<file path="config.mk">
export PLATFORM = sky130hd
export DESIGN_NAME = pmsac_mul
export DESIGN_NICKNAME = d
export VERILOG_FILES = /design/src/pmsac_mul.sv
export SDC_FILE = /design/constraint.sdc
export NUM_CORES = 2
export LEC_CHECK = 0
export BUFFER_PORTS_ARGS = -buffer_cell sky130_fd_sc_hd__buf_4
export CAP_MARGIN = 10
export CORE_UTILIZATION = 45
export DETAILED_ROUTE_END_ITERATION = 7
export GPL_TIMING_DRIVEN = 0
export PLACE_DENSITY = 0.62
export SLEW_MARGIN = 10
export SYNTH_ARGS = -nofsm -noshare
export SYNTH_HDL_FRONTEND = slang
export SYNTH_SLANG_ARGS = --single-unit
</file>
<file path="constraint.sdc">
create_clock -name clk -period 9.9 [get_ports clk]
set_input_delay 0.99 -clock clk [delete_from_list [all_inputs] [get_ports clk]]
set_output_delay 0.99 -clock clk [all_outputs]
set_load 0.02 [all_outputs]
</file>
<file path="src/pmsac_mul.sv">
// ---------------------------------------------------------------------------
// pmsac_mul: shared multiplier
// 33x33 signed multiply with a registered product.
// ---------------------------------------------------------------------------
`default_nettype none
module pmsac_mul (
	input  wire logic               clk,
	input  wire logic signed [32:0] a,
	input  wire logic signed [32:0] b,
	output logic signed [65:0]      prod_q
);
	always_ff @(posedge clk) begin
		prod_q <= a * b;
	end
endmodule
`default_nettype wire

</file>
After elaboration in Yosys (flattened, before gate mapping)
Index checks and enable logic that the tools add are counted.
Cells by class
  multipliers: 1
Operator list (number)
  $mul A33 B33 Y66: 1
Storage, ports and cells
  register bits after elaboration: 66
  input bits: 67
  output and inout bits: 66
  logic and storage cells: 2

Longest topological paths before layout
  word-level depth: 1
  mapped depth: 27
  depth with buffers taken out: 26

Worst setup path after synthesis
OpenSTA, ideal clock, no wires.
  path kind: input to register
  from: input a[32]
  to: register prod_q[62]
  setup time: 0.079 ns
  data arrival time: 8.147 ns
  data required time: 9.821 ns
  path slack: 1.674 ns
  stages: 23
  path buffers: 2
  cells stage by stage: clkbuf_1 > nand2_1 > inv_1 > fa_1 > fa_1 > fa_1 > fa_1 > fa_1 > fa_1 > fa_1 > inv_1 > fa_1 > inv_1 > ha_1 > clkbuf_1 > and3_1 > nand3_1 > nand2b_1 > a2111oi_4 > a211oi_4 > a21o_2 > a21o_1 > a211oi_2
On the way
  word-level cells in the longest chain between the ends: 1
Ends and longest elaborated chain
  start, declared: line 8  | input wire logic signed [32:0] a,
  $mul A33 B33 Y66: line 13  | prod_q <= a * b;
  end signal, assigned: line 13
  end, declared: line 10  | output logic signed [65:0] prod_q
Every way passes these cells.

Final worst setup path
  from: input a[32]
  to: register prod_q[58]
Same word-level chain as after synthesis.

==> results_dict.tcl <==
set metrics [dict create \
    hp-class "in2reg" \
    syn_area_sq_um 40730 \
    ant_nets 0 \
    drive_gt1_share_pct 4.502 \
    pin_count 133 \
    largest_reg_flops 66 \
    ys_async_sr_fraction_pct 0 \
    crit_arrival_ps 9770 \
    die_x_um 302.9 \
    synth-main-ff-cell "dfxtp_1" \
    cp_max_fo 10 \
    finalHoldViolations 0 \
    clock-root-buffer "clkbuf_16" \
    reg.largest.list "prod_q x66" \
    regMostFlops "prod_q" \
    synth_cell_types 80 \
    htreeDepth 3 \
    tightest_slew_ps 1281 \
    first_pass_iters 6 \
    io_buffers 132 \
    synth_area_leader_cell "fa_1" \
    synth_top_cells_by_area "fa_1 (56%), inv_1 (10%), and2_1 (8.6%), ha_1 (6.7%), nand2_1 (5.1%)" \
    clkTransAtPathRegs_ps 80 \
    crit_buf_inv 8 \
    yosysTopAreaCellShare_pct 56.27 \
    grt_first_pass_wirelength_um 212500 \
    grt_usage_pct 32.74 \
    grt_antenna_before_repair 13 \
    yosysMostFrequentCell "fa_1" \
    dpl.hpwl_um 122400 \
    cts_tree "done" \
    fin_util_pct 48.87 \
    max_slew_margin_pct 14.61 \
    outcome "finished, final reports clean" \
    cp_common_cell "fa_1" \
    wl_per_cell_um 25.32 \
    yosysWarnings 0 \
    synth_edf_count 0 \
    maxCapViolCount 0 \
    rsz0062_at_grt "false" \
    synth_cells 4338 \
    grt_max_degree 27 \
    drc 0 \
    period_needed_ps 9449 \
    synth.net_count 5767 \
    hold_buffers 0 \
    holdWs_ps 936.2 \
    layoutNonFillerInstCount 5658 \
    cts.sink_count 66 \
    yosysSeqAreaShare_pct 3.244 \
    syn_avg_cell_area_sq_um 9.390 \
    vias_per_cell 5.458 \
    initial_core_util_pct 45.74 \
    ctsLongestPathBuffers 2 \
    overflow 0 \
    required_ps 10230 \
    synth-seq-cells 66 \
    cp-end-kind "flop" \
    coreArea_sq_um 89060 \
    syn2layout_area_growth_pct 6.853 \
    synth_top_cells_by_count "fa_1 (1145), inv_1 (1131), and2_1 (562)" \
    max_freq_ghz 0.1058 \
    slew_viol_final 0 \
    fin_crit_sh_pct 95.44 \
    drt_iter0_drc 2697 \
    dieArea_sq_um 91730 \
    grt_pass1_vias 32710 \
    cts_buffers 9 \
    crit_type "in2reg" \
    worst_path_dominant_cell_family "adder cells" \
    critPathSlowestCell "fa_2" \
    cp_slowest_stage_delay_ps 790 \
    vias 30880 \
    die_h_um 302.9 \
    setup_viol 0 \
    drt-total-wl_um 143300 \
    start_kind "primary input" \
    dp.cells 5635 \
    gp_congestion 1.068 \
    rows 109 \
    final_nets 5911 \
]
==> metrics by stage <==
step | worst slack, ps | cell area (sq um) | setup TNS, ps
floorplan | 1674 | 40730 | 0
global placement | -727.4 | 43180 | -6558
detailed placement | -216.3 | 43190 | -896.0
CTS | 197.6 | 43490 | 0
global route | 100.9 | 43510 | 0
finish | 451.5 | 43530 | 0
==> layout make-up <==
type | instances | area, sq um
Clock inverter | 7 | 77.57
Buffer | 221 | 858.3
Inverter | 1131 | 4245
Clock buffer | 9 | 225.2
Fill cell | 8636 | 45530
Tap cell | 1165 | 1458
Sequential cell | 66 | 1321
Timing Repair Buffer | 133 | 998.5
Multi-Input combinational cell | 2920 | 34330
Antenna cell | 6 | 15.01
==> repair_timing <==
action	4_1_cts	5_1_grt
setup endpoints to repair	0	6
setup buffers	0	1
resized for setup	0	6
==> cell families after synthesis <==
family	count (synthesis)	synth area share, %
adder cells (fa/ha/maj)	1362	62.94
buffers and inverters	1352	12.51
AND/OR/NAND/NOR	1271	15.78
AO/OA/AOI/OAI	219	4.067
XOR/XNOR	68	1.462
flip-flops	66	3.244
==> metal layers <==
metal | track usage [%] | wire length (um) | up-vias
met5 | 0 | 25 | -
met4 | 20.41 | 10730 | 4
met3 | 7.218 | 14960 | 409
met2 | 50.51 | 64360 | 1711
met1 | 42.03 | 53200 | 16120
li1 | - | - | 12640
==> cells in the final DEF, fill, tap and decap left out, types with 7 or more instances in the layout <==
| cell | netlist | routed |
|---|---|---|
| xor2_1 | 25 | 25 |
| xnor2_1 | 43 | 43 |
| clkbuf_16 | 0 | 9 |
| nor2_1 | 68 | 68 |
| nand2_1 | 551 | 551 |
| a21o_1 | 36 | 36 |
| buf_2 | 11 | 11 |
| nand2b_1 | 12 | 12 |
| o21ai_0 | 25 | 25 |
| a21oi_1 | 57 | 57 |
| and2_1 | 562 | 562 |
| nand3_1 | 25 | 25 |
| buf_4 | 0 | 133 |
| ha_1 | 217 | 217 |
| dfxtp_1 | 66 | 66 |
| inv_1 | 1131 | 1131 |
| clkbuf_1 | 208 | 206 |
| nand4_1 | 11 | 11 |
| o21bai_1 | 11 | 11 |
| a211oi_1 | 7 | 7 |
| fa_1 | 1145 | 1143 |
| a31oi_1 | 8 | 8 |
==> final timing paths <==
| kind | startpoint | endpoint | slack, ps | depth (start not counted) |
|---|---|---|---|---|
| setup / recovery | a[32] | prod_q[58] | 450 | 26 |
| hold / removal | a[0] | prod_q[0] | 940 | 2 |
Power is left out: the tool's default activity adds up to more than one toggle a clock period on the data nets, which glitch-free logic cannot reach.
