[config.mk]
export PLATFORM = sky130hd
export DESIGN_NAME = pmsac_div
export DESIGN_NICKNAME = d
export VERILOG_FILES = /design/src/pmsac_pkg.sv /design/src/pmsac_div.sv
export SDC_FILE = /design/constraint.sdc
export NUM_CORES = 1
export LEC_CHECK = 0
export BUFFER_PORTS_ARGS = -buffer_cell sky130_fd_sc_hd__clkbuf_2
export CORE_MARGIN = 4
export CORE_UTILIZATION = 30
export CTS_CLUSTER_DIAMETER = 80
export DETAILED_ROUTE_END_ITERATION = 6
export PLACE_DENSITY = 0.58
export SLEW_MARGIN = 20
export SYNTH_ARGS = -nofsm -noshare
export SYNTH_HDL_FRONTEND = slang
export SYNTH_SLANG_ARGS = --single-unit
[constraint.sdc]
create_clock -name clk -period 3.2 [get_ports clk]
set_clock_uncertainty 0.15 [all_clocks]
set_input_delay 0.64 -clock clk [delete_from_list [all_inputs] [get_ports clk]]
set_output_delay 0.64 -clock clk [all_outputs]
set_load 0.02 [all_outputs]
[src/pmsac_pkg.sv]
// ---------------------------------------------------------------------------
// pmsac_pkg: shared types and constants
// Codes, widths and inter-module structs of the MSAC pose scorer.
// ---------------------------------------------------------------------------
`default_nettype none
package pmsac_pkg;

	localparam int Z_W = 52;  // camera coordinate, 32 fractional bits
	localparam int Q_W = 41;  // projection magnitude, Q.24, saturates at 2^40

	localparam logic [1:0] FUNC_START = 2'd0;
	localparam logic [1:0] FUNC_LOAD  = 2'd1;
	localparam logic [1:0] FUNC_POINT = 2'd2;

	localparam logic [1:0] CFG_THRESHOLD = 2'd0;
	localparam logic [1:0] CFG_INTERVAL  = 2'd1;
	localparam logic [1:0] CFG_COUNT     = 2'd2;

	typedef enum logic [3:0] {
		S_IDLE,
		S_MUL,
		S_MULW,
		S_ZCHK,
		S_DXS,
		S_DXW,
		S_SQX,
		S_DYS,
		S_DYW,
		S_SQY,
		S_SQW,
		S_ACC,
		S_DEC,
		S_FIN
	} state_t;

	typedef struct packed {
		logic             start;
		logic [Z_W-1:0]   num;  // dividend magnitude
		logic [Z_W-1:0]   den;  // divisor, nonzero
	} div_req_t;

	typedef struct packed {
		logic             done;
		logic [Q_W-1:0]   q;
	} div_rsp_t;

endpackage
`default_nettype wire

[src/pmsac_div.sv]
// ---------------------------------------------------------------------------
// pmsac_div: iterative projection divider
// Computes min(floor(num * 2^24 / den), 2^40), one quotient bit per cycle.
// ---------------------------------------------------------------------------
`default_nettype none
module pmsac_div (
	input  wire logic                  clk,
	input  wire logic                  arst_n,
	input  wire pmsac_pkg::div_req_t   req,
	output pmsac_pkg::div_rsp_t        rsp
);
	import pmsac_pkg::*;

	logic             busy_q;
	logic             done_q;
	logic [5:0]       cnt_q;
	logic [Z_W-1:0]   rem_q;
	logic [Z_W-1:0]   dsr_q;
	logic [39:0]      low_q;
	logic [Q_W-1:0]   quo_q;

	logic [Z_W:0]     trial;
	logic             ge;
	logic             sat;

	assign trial = {rem_q, low_q[39]};
	assign ge    = trial >= {1'b0, dsr_q};
	// quotient would reach 2^40: num >= den * 2^16
	assign sat   = {16'b0, req.num} >= {req.den, 16'b0};

	always_ff @(posedge clk or negedge arst_n) begin
		if (!arst_n) begin
			busy_q <= 1'b0;
			done_q <= 1'b0;
			cnt_q  <= '0;
		end else begin
			done_q <= 1'b0;
			if (req.start) begin
				if (sat) begin
					done_q <= 1'b1;
				end else begin
					busy_q <= 1'b1;
					cnt_q  <= 6'd40;
				end
			end else if (busy_q) begin
				cnt_q <= cnt_q - 6'd1;
				if (cnt_q == 6'd1) begin
					busy_q <= 1'b0;
					done_q <= 1'b1;
				end
			end
		end
	end

	always_ff @(posedge clk) begin
		if (req.start) begin
			dsr_q <= req.den;
			rem_q <= {16'b0, req.num[Z_W-1:16]};
			low_q <= {req.num[15:0], 24'b0};
			quo_q <= sat ? {1'b1, {(Q_W-1){1'b0}}} : '0;
		end else if (busy_q) begin
			rem_q <= ge ? Z_W'(trial - {1'b0, dsr_q}) : trial[Z_W-1:0];
			low_q <= {low_q[38:0], 1'b0};
			quo_q <= {quo_q[Q_W-2:0], ge};
		end
	end

	assign rsp.done = done_q;
	assign rsp.q    = quo_q;
endmodule
`default_nettype wire

# Yosys cells after proc, flatten, opt, wreduce, memory -nomap -nowiden
# Cells that the tools add are included.
[op_classes]
add_sub_neg = 2
mul = 0
div = 0
n_lt_le_gt_ge = 2
eq_ne = 2
shifts = 0
mux = 19
n_bitwise = 0
n_reduce_logical = 2
[op_table]
columns = ["op", "count"]
rows = [
  ["2-to-1 mux 41 bit", 3],
  ["2-to-1 mux 40 bit", 2],
  ["2-to-1 mux 36 bit", 2],
  ["greater-or-equal comparator 52 x 68 -> 1 bit", 1],
  ["greater-or-equal comparator 53 x 52 -> 1 bit", 1],
  ["2-to-1 mux 52 bit", 1],
  ["subtractor 52 bit", 1],
  ["2-to-1 mux 6 bit", 3],
  ["2-to-1 mux 1 bit", 8],
  ["equality test 6 x 1 -> 1 bit, second input constant", 1],
  ["subtractor 6 x 1 -> 6 bit, second input constant", 1],
  ["inequality test 2 bit, second input constant", 1],
  ["AND reduction 2 bit", 1],
  ["nonzero test 2 bit", 1],
]
[totals]
reg_bits = 169
latch_bits = 0
ramBits = 0
romBits = 0
input_bits = 107
out_inout_bits = 42
mem_count = 0

# Longest topological paths before layout
[depth]
ltp_word = 4
depth_mapped = 14
depth_no_buf = 13

# Least setup slack after synthesis
# No wires, ideal clock.
[synth_timing]
path_kind = "input -> register"
start = "input port req[104] (netlist name)"
end = "register low_q[24], enable pin"
setup_time_ns = 0.446
arrival_ns = 2.867
required_ns = 2.604
path_slack_ns = -0.263
stages = 3
path_buffers = 1
path_cell_list = "clkbuf_1 nor2_1 inv_1"
[synth_between]
elab_chain_len = 1
[synth_lines]
columns = ["element", "line", "rtl"]
rows = [
  ["start, declared", "pmsac_div.sv:9", "input wire pmsac_pkg::div_req_t req,"],
  ["nonzero test 2 bit (no source line)", "--", ""],
  ["end signal, assigned", "pmsac_div.sv:59", "low_q <= {req.num[15:0], 24'b0};"],
  ["end signal, assigned", "pmsac_div.sv:63", "low_q <= {low_q[38:0], 1'b0};"],
  ["end, declared", "pmsac_div.sv:19", "logic [39:0] low_q;"],
]
# Every way passes these cells.
# A chain may end at the register's enable or synchronous reset.

# Final worst setup path
[layout_timing]
start = "register rem_q[1]"
end = "register rem_q[49]"
[layout_between]
elab_chain_len = 2
[layout_lines]
columns = ["element", "line", "rtl"]
rows = [
  ["start, declared", "pmsac_div.sv:17", "logic [Z_W-1:0] rem_q;"],
  ["start signal, assigned", "pmsac_div.sv:58", "rem_q <= {16'b0, req.num[Z_W-1:16]};"],
  ["start signal, assigned", "pmsac_div.sv:62", "rem_q <= ge ? Z_W'(trial - {1'b0, dsr_q}) : trial[Z_W-1:0];"],
  ["subtractor 52 bit / greater-or-equal comparator 53 x 52 -> 1 bit (equally long branches)", "pmsac_div.sv:62, pmsac_div.sv:27", ""],
  ["2-to-1 mux 52 bit (*)", "pmsac_div.sv:62", ""],
]
# Mark *: on every way between the ends. The rest lies on a longest branch, timed or not.

==> results by group <==
Run status
  – Run status: complete, no violations

Yosys
  – Number of warnings printed during yosys synthesis: 0
  – Predominant post-synthesis flop cell: edfxtp_1
  – Average size of a mapped cell: between 9 and 10 um^2
  – Net count after synthesis: 1317
  – Number of flops mapped to enable cells by yosys: 145
  – Async set-reset flop share out of synthesis: 4.73%
  – Post-synth cell types: 77
  – Sequential-to-total area share from yosys stat: 44.9%
  – Number of standard cells after synthesis: 1119
  – Post-Syn Area: 10900 um^2
  – Flip-flop and latch count after synthesis: 169

Timing
  – Final cycle utilization of the critical path: a little under 100%
  – RSZ-0062 raised after global routing: true
  – Post-route setup TNS: 0 ns
  – Clock period minus worst slack: 3.14 ns
  – Relative max-transition margin: 60.4%
  – Number of pins exceeding their max-slew limit in the final report: 0
  – Fin. Hold Viols: 0
  – Final Setup Violations: 0
  – Actual slew at the worst max-slew pin: around 0.59 ns
  – Achievable frequency: 0.318 GHz

Setup path
  – Worst r2r src: rem_q[1]$_DFFE_PP_
  – Critical Path Source Type: flop
  – Start point of the critical path: rem_q[1]$_DFFE_PP_
  – Highest net fanout along the worst path: 6
  – Arr. time, crit path: 3.34 ns
  – Register-to-Register Setup Slack: 0.06 ns
  – Nature of the critical path endpoint: flop
  – Endpoint required time on the critical path: about 3.4 ns
  – Critical path start-end classification: flop to flop

Route
  – Total iterations of the first detailed-routing run: 5
  – Iter 0 DRT Violations: 545
  – Total vias in the final route: just over 9000
  – Routed via count divided by cell count: 5.01
  – Final wirelength: 32.0 mm
  – Average wire per cell in the routed design: 17.2 um
  – Routed Antenna Nets: 0
  – DRC violation count after routing: 0

Global route
  – Maximum number of pins on one net before global-route repair: 94
  – Leftover overflow at the end of global routing: 0
  – Number of antenna violations at the first check in global routing: 8
  – Number of global-route vias before repair: between 9000 and 10000
  – Overall global routing resource usage: about 16%
  – Global-route wire length before repair: roughly 49 mm

Finish
  – Layout Cell Area excl Fill: 14100 um^2
  – Layout overhead on the synthesized area: 29.7%
  – Final #Nets: 1580
  – Leading cell types in the layout, fill and taps excluded: 147 x clkbuf_2, 145 x edfxtp_1, 128 x buf_4, 123 x nand2_1, 106 x inv_1
  – Most common cell after layout, fill and taps aside: clkbuf_2
  – Layout cell share with drive strength beyond 1: 29.0%
  – Final-layout fill cell count: 3562
  – Final Instance Count excl. Fillers: 1859

Clock tree
  – Clock transition at the register clock pins on the worst setup and hold paths after CTS: 0.08 ns
  – Number of CTS-inserted buffers: 17
  – Sinks on the clock net: 169
  – # H-tree levels: 4
  – Clk root buf: clkbuf_16
  – Worst-Skew Late Latency: between 0.4 and 0.5 ns
  – Longest Clk Path Bufs: 2
  – TritonCTS clock tree: done

Die
  – Number of rows created at floorplan: 69
  – Starting density of the core: 30.5%
  – Horizontal die dimension: 198 um
  – Vert. Die Dim: 198 um
  – Area enclosed by the die boundary: 39300 um^2
  – Core region area: 35700 um^2
  – IO Pins: ~150

Placement
  – Placed Instance Area: about 13000 um^2
  – Number of instances in the placed design: between 1500 and 2000
  – Buffers added on ports: approximately 150
  – Gp weighted congestion: between 0.9 and 1
  – Detailed Place HPWL: 24.0 mm

Pwr
  – Pwr dens: 815 nW/um^2
  – Largest voltage drop on the vdd net: roughly 0.42 mV
  – Leak pwr: ~6.4 nW
  – Sum of internal, switching and leakage power: between 10 and 15 mW

Worst hold path
  – Startpoint of the worst hold path: req[6]
  – Path type of the worst min-delay path: primary input to flop

Job
  – Max-capacitance violation count: 0
## power by group
| part | internal (mW) | switching [mW] |
|---|---|---|
| Combinational | 2.85 | 3.26 |
| Clock | 1.25 | 0.972 |
| Sequential | 2.87 | 0.278 |
| Total | 6.97 | 4.51 |
## state kept, by name, indices dropped and copies added (netlist names)
signal / cells
busy_q: 1
cnt_q: 6
quo_q: 41
rem_q: 52
done_q: 1
low_q: 16
dsr_q: 52
## metrics by stage
stage                     utilization (%)  setup slack [ns]  hold WS, ns
final                                39.5            0.0552        0.222
after floorplan                         -             0.132        0.194
after CTS                            38.3         -0.000787        0.210
after global routing                 39.5           -0.0860        0.204
after detailed placement             36.3            -0.534        0.349
after global placement               36.3            -0.514        0.344
## cell usage after synthesis (all sizes together), types with 16 or more instances
cell | count | area [um^2]
edfxtp | 145 | 4350
nand2 | 125 | 469
inv | 110 | 413
ha | 90 | 1130
a21oi | 77 | 408
nor2 | 75 | 282
o21ai | 48 | 240
nor2b | 47 | 294
a21o | 42 | 315
a31oi | 37 | 231
xnor2 | 24 | 210
clkbuf | 23 | 87.6
nand3 | 23 | 115
buf | 20 | 118
nand4 | 19 | 119
dfxtp | 16 | 320
mux2 | 16 | 180
## cell type report
cell class	count	area (um^2)	share of cell area (%)
clock inverter	14	184	1.31
clock buffer	18	429	3.05
inverter	110	417	2.96
tap	461	577	4.09
timing repair buffer	286	1880	13.4
sequential	169	4870	34.6
multi-input combinational	798	5720	40.6
antenna	3	7.51	0.0533
## final timing paths
check | cells past startpoint | end
worst max-delay path | 13 | rem_q[49]$_SDFFE_PP0P_
worst min-delay path | 1 | dsr_q[6]$_DFFE_PP_
min in group asynchronous | 2 | cnt_q[1]$_DFFE_PN0P_
worst max register to register | 13 | rem_q[49]$_SDFFE_PP0P_
max in group asynchronous | 2 | cnt_q[2]$_DFFE_PN0P_
worst min register to register | 2 | rem_q[40]$_SDFFE_PP0P_
## cell families (layout without fill, tap and decap cells)
logic type | after synthesis | after routing | synth area share [%]
simple gates | 360 | 361 | 15.9
compound gates | 286 | 286 | 17.8
flops | 169 | 169 | 44.9
fa+ha+maj | 91 | 91 | 10.5
xor+xnor | 39 | 39 | 3.14
buf+inv | 153 | 428 | 5.69
other cells | 0 | 3 | 0
mux | 21 | 21 | 2.12
## routing by layer
layer | wire length, um | GRT usage [%]
met1 | 14600 | 20.9
met2 | 14800 | 25.2
met3 | 2150 | 5.02
met4 | 429 | 4.36
met5 | 58 | 0
## what timing repair did
item                                    in CTS  in global routing
cloned                                       0                  3
endpoints found under the hold margin        8                  0
setup buffers                                4                 11
pin swaps                                    7                 31
resized for setup                           13                 64
endpoints found under the setup margin      39                 58
hold buffers                                 1                  0
## worst max-delay path: stages, from the launching register on
cell       delay [ns]
edfxtp_1         0.44
ha_4             0.31
o21a_1           0.12
o31a_1           0.19
o211ai_1         0.11
buf_4            0.15
o211ai_4         0.18
nand4_1          0.25
a21boi_4         0.30
or2_4            0.24
buf_12           0.11
clkbuf_16        0.14
nand3_2          0.06
a311oi_1         0.30
Note: power is estimated with default switching activity, not from simulation.
